===== config.mk =====
export PLATFORM = sky130hd
export DESIGN_NAME = wes_target
export DESIGN_NICKNAME = d
export VERILOG_FILES = /design/src/rtl/wes_pkg.sv /design/src/rtl/wes_target.sv
export SDC_FILE = /design/constraint.sdc
export NUM_CORES = 2
export LEC_CHECK = 0
export ABC_AREA = 0
export BUFFER_PORTS_ARGS = -buffer_cell sky130_fd_sc_hd__buf_4
export CAP_MARGIN = 20
export CORE_AREA = 4 4 263 265
export CTS_BUF_LIST = sky130_fd_sc_hd__clkbuf_8
export CTS_CLUSTER_SIZE = 25
export DETAILED_ROUTE_END_ITERATION = 8
export DIE_AREA = 0 0 267 269
export HOLD_SLACK_MARGIN = 0.02
export PLACE_DENSITY = 0.91
export SLEW_MARGIN = 20
export SYNTH_ARGS = -nofsm -noshare
export SYNTH_HDL_FRONTEND = slang
export SYNTH_SLANG_ARGS = --single-unit
export TNS_END_PERCENT = 10

===== constraint.sdc =====
create_clock -name clk -period 14 [get_ports clk]
set_input_delay 2.1 -clock clk [delete_from_list [all_inputs] [get_ports clk]]
set_output_delay 2.1 -clock clk [all_outputs]
set_load 0.1 [all_outputs]

===== src/rtl/wes_pkg.sv =====
// Shared types and constants of the weighted event selector.
package wes_pkg;

    localparam int TABLE_DEPTH_DEF = 1024;
    localparam int WEIGHT_BITS_DEF = 32;

    localparam int INDEX_W    = 10;
    localparam int VALUE_W    = 32;
    localparam int FRAC_W     = 32;
    localparam int TOTAL_W    = 42;
    localparam int COUNT_W    = 11;
    localparam int WIDE_W     = 48;
    localparam int IDX_WIDE_W = 17;

    typedef enum logic [1:0] {
        OP_WRITE  = 2'd0,
        OP_SAMPLE = 2'd1,
        OP_READ   = 2'd2,
        OP_NONE   = 2'd3
    } op_t;

endpackage


===== src/rtl/wes_target.sv =====
// Two-stage unit that forms the sample target (total * fraction) >> 32.
module wes_target (
    input  logic                        clk,
    input  logic                        rst_n,
    input  logic                        launch,
    input  logic [wes_pkg::TOTAL_W-1:0] total,
    input  logic [wes_pkg::FRAC_W-1:0]  fraction,
    output logic [wes_pkg::TOTAL_W-1:0] target
);

    localparam int HI_W   = wes_pkg::TOTAL_W - wes_pkg::FRAC_W;
    localparam int PROD_W = 2 * wes_pkg::FRAC_W;
    localparam int SUM_W  = wes_pkg::TOTAL_W + 1;

    logic [PROD_W-1:0]           prod_lo_reg;
    logic [HI_W-1:0]             hi_reg;
    logic [wes_pkg::FRAC_W-1:0]  frac_reg;
    logic                        stage_vld_reg;
    logic [wes_pkg::TOTAL_W-1:0] target_reg;
    logic [SUM_W-1:0]            sum_next;

    assign sum_next = SUM_W'(hi_reg) * SUM_W'(frac_reg)
                    + SUM_W'(prod_lo_reg[PROD_W-1:wes_pkg::FRAC_W]);

    always_ff @(posedge clk or negedge rst_n)
    begin
        if (!rst_n)
        begin
            stage_vld_reg <= 1'b0;
        end
        else
        begin
            stage_vld_reg <= launch;
        end
    end

    always_ff @(posedge clk)
    begin
        if (launch)
        begin
            prod_lo_reg <= PROD_W'(total[wes_pkg::FRAC_W-1:0]) * PROD_W'(fraction);
            hi_reg      <= total[wes_pkg::TOTAL_W-1:wes_pkg::FRAC_W];
            frac_reg    <= fraction;
        end
        if (stage_vld_reg)
        begin
            target_reg <= sum_next[wes_pkg::TOTAL_W-1:0];
        end
    end

    assign target = target_reg;

endmodule


==> run metrics <==
status=finished clean; sequential share of the synthesized area=0.07570; syn avg cell area=9.580 um2; distinct cell type count after synthesis=57; Max-slew headroom=0.2966; CTS Hold Buffers Added=0; layout cell share with drive strength beyond 1=0.03929; postcts setup bufs=0; Die Ht=269 um; CP max FO=32; grt ovf=0; multi-input logic area=37,660 um2; CTS tree=built; Syn Inst Count=4,838; Ports=119; DR vias=33.84k; CTS root buffer=clkbuf_8; fillers=4,512; Synth area leaders=fa_1 50%, and2_1 9.9%, ha_1 9.2%, inv_1 9.0%, edfxtp_1 7.5%; Min-Delay Path Class=register to register; max FFs per register=42; Final GP Congestion=0.9419; Initial DRC Count=3,532; Detailed Place HPWL=93,120 um; routed length per instance=22.18 um; CP Class=input pin to register; Clock Tree Buf Depth=2; initial antenna violation count=8; max-cap violation count=0; # DRC=0; fin util=0.7155; Worst Skew=32.03 ps; Slew Limit Fails=0; vias in the first global route=38.25k; vias per cell=6.032; Routed WL=124,400 um; Placement Rows=95; most used cell, CP=fa_1; fmax=103.2 MHz; CTS Buf Count=17; area grow syn2layout=3.131%; unrepaired setup endpoints after global routing=no; cell chain of the critical path=buf_4 > and2_1 > fa_1 > fa_1 > inv_1 > fa_1 > fa_1 > fa_1 > inv_1 > fa_1 > fa_1 > fa_1 > ha_1 > a21oi_1 > nand2_1 > nor4_1 > o21ai_1 > a31oi_1 > nor3_2 > nor3_2 > o31ai_4 > a21boi_0 > o21ai_1 > xor2_1; H-tree levels=4; number of flops mapped to enable cells by yosys=116; Least-Margin Pin Slew=1055 ps; worst-skew pair later-pin latency=520 ps; Cell Count, Final, Fillers Out=5,611; CP Launch Type=input pin; min Tclk post-route=9691 ps; IO buf count=118; aggregate negative setup slack=0 ps; post-synth top area cell=fa_1; pre-CTS WS=4034 ps; CP Capture Type=register; ys async rst share=0.008547; total track usage=0.3630; clock transition at the registers of the reported paths=80 ps; final net count=6,303; Mapped Area=46,350 um2; Final Cycle Share=0.6922; largest net degree at the start of global routing=66; setup ws final=4309 ps; floorplan die width=267 um; Die Footprint=71,820 um2; top_reg_cell synth=edfxtp_1; post-synth top area share=0.5032; number of synthesized register bits=117; crit path DAT=9950 ps; count of final setup violators=0; # resized after CTS=0; clock sinks=117; dpl cells=5,574; first-pass GRT wire length=200,800 um; Critical Path RT=14,260 ps; Fin. Hold Viols=0; drt pass-1 iters=6; Ys Warns=0; Worst path max stage delay=600 ps; Crit-path slowest cell=fa_1; Reg area=3510 um2; post-route ant nets=0; initial core utilization=0.6938; core area=66,800 um2; post-synth net total=6,420
## kinds of logic after synthesis
kind of cell               after synthesis  share of synthesized area
DFF                                    117                    0.07570
and+or+nand+nor                       1515                     0.1669
AOI/OAI and AO/OA                      246                    0.03631
buffers and inverters                 1379                     0.1117
xor gates and xnor gates                76                    0.01436
adders and majority gates             1505                     0.5950
## Yosys cell counts (5+ instances only)
library cell / count
nor3_1: 5
a21oi_2: 6
nand3_1: 17
nand2b_1: 6
xor2_1: 29
nor2b_1: 11
nand4_1: 20
and3_1: 13
a21o_1: 54
ha_1: 340
inv_1: 1115
o21a_1: 10
and2_1: 736
edfxtp_1: 116
fa_1: 1165
clkbuf_1: 259
a21oi_1: 77
a221o_1: 6
a31oi_1: 7
buf_1: 5
nor2_1: 40
nand2_1: 653
o21ai_0: 28
o21bai_1: 12
xnor2_1: 47
o21ai_1: 6
## stage by stage
step	hold slack (ps)	instance area [um2]
after global routing	658.1	47790
after CTS	636.6	47780
after floorplan	525.6	46350
after global placement	612.1	47400
final	624.2	47800
after detailed placement	607.5	47410
## layer usage
| layer | routed length, um | GRT usage | vias to the layer above |
|---|---|---|---|
| met3 | 16240 | 0.1109 | 571 |
| li1 | - | - | 13830 |
| met5 | 62 | 0 | - |
| met4 | 6774 | 0.1696 | 6 |
| met2 | 57930 | 0.5840 | 2438 |
| met1 | 43430 | 0.4581 | 17000 |
## path summary, 6_finish.rpt
path                            slack, ps             from  cells past startpoint               to
min in group asynchronous            1360            rst_n                      1    stage_vld_reg
worst max-delay path                 4310        total[15]                     24  prod_lo_reg[59]
worst max register to register       7240        hi_reg[6]                     21       target[33]
worst min-delay path                  620  prod_lo_reg[32]                      1        target[0]
max in group asynchronous           12550            rst_n                      1    stage_vld_reg
worst min register to register        620  prod_lo_reg[32]                      1        target[0]
## worst max-delay path: cells and delay by family
family,cells,cell delay (ps)
xor+xnor,1,150
fa+ha+maj,9,4410
buf+inv,3,530
simple gates,5,1140
compound gates,6,1590
## cell type report
class	instances	share of cell area
timing repair buffer	128	0.02034
multi-input combinational	3342	0.7879
tap	873	0.02285
sequential	117	0.07343
inverter	1115	0.08756
clock inverter	15	0.002775
clock buffer	17	0.004895
antenna	4	0.0002094
## cells in the final DEF (no fill, tap or decap), types with 5 or more instances in the layout
cell	synthesis	final
a21oi_2	6	6
nand4_1	20	20
buf_4	0	126
a31oi_1	7	7
edfxtp_1	116	116
o21a_1	10	10
o21bai_1	12	12
a21o_1	54	54
nor2b_1	11	11
nand3_1	17	17
a221o_1	6	6
xor2_1	29	29
nand2b_1	6	6
and2_1	736	736
clkinv_4	0	6
xnor2_1	47	47
and3_1	13	13
nor2_1	40	40
nor3_1	5	5
o21ai_1	6	6
a21oi_1	77	77
clkbuf_8	0	17
o21ai_0	28	28
inv_1	1115	1115
nand2_1	653	653
fa_1	1165	1165
ha_1	340	340
Power is left out: the tool's default activity adds up to more than one toggle a clock period on the data nets, which glitch-free logic cannot reach.
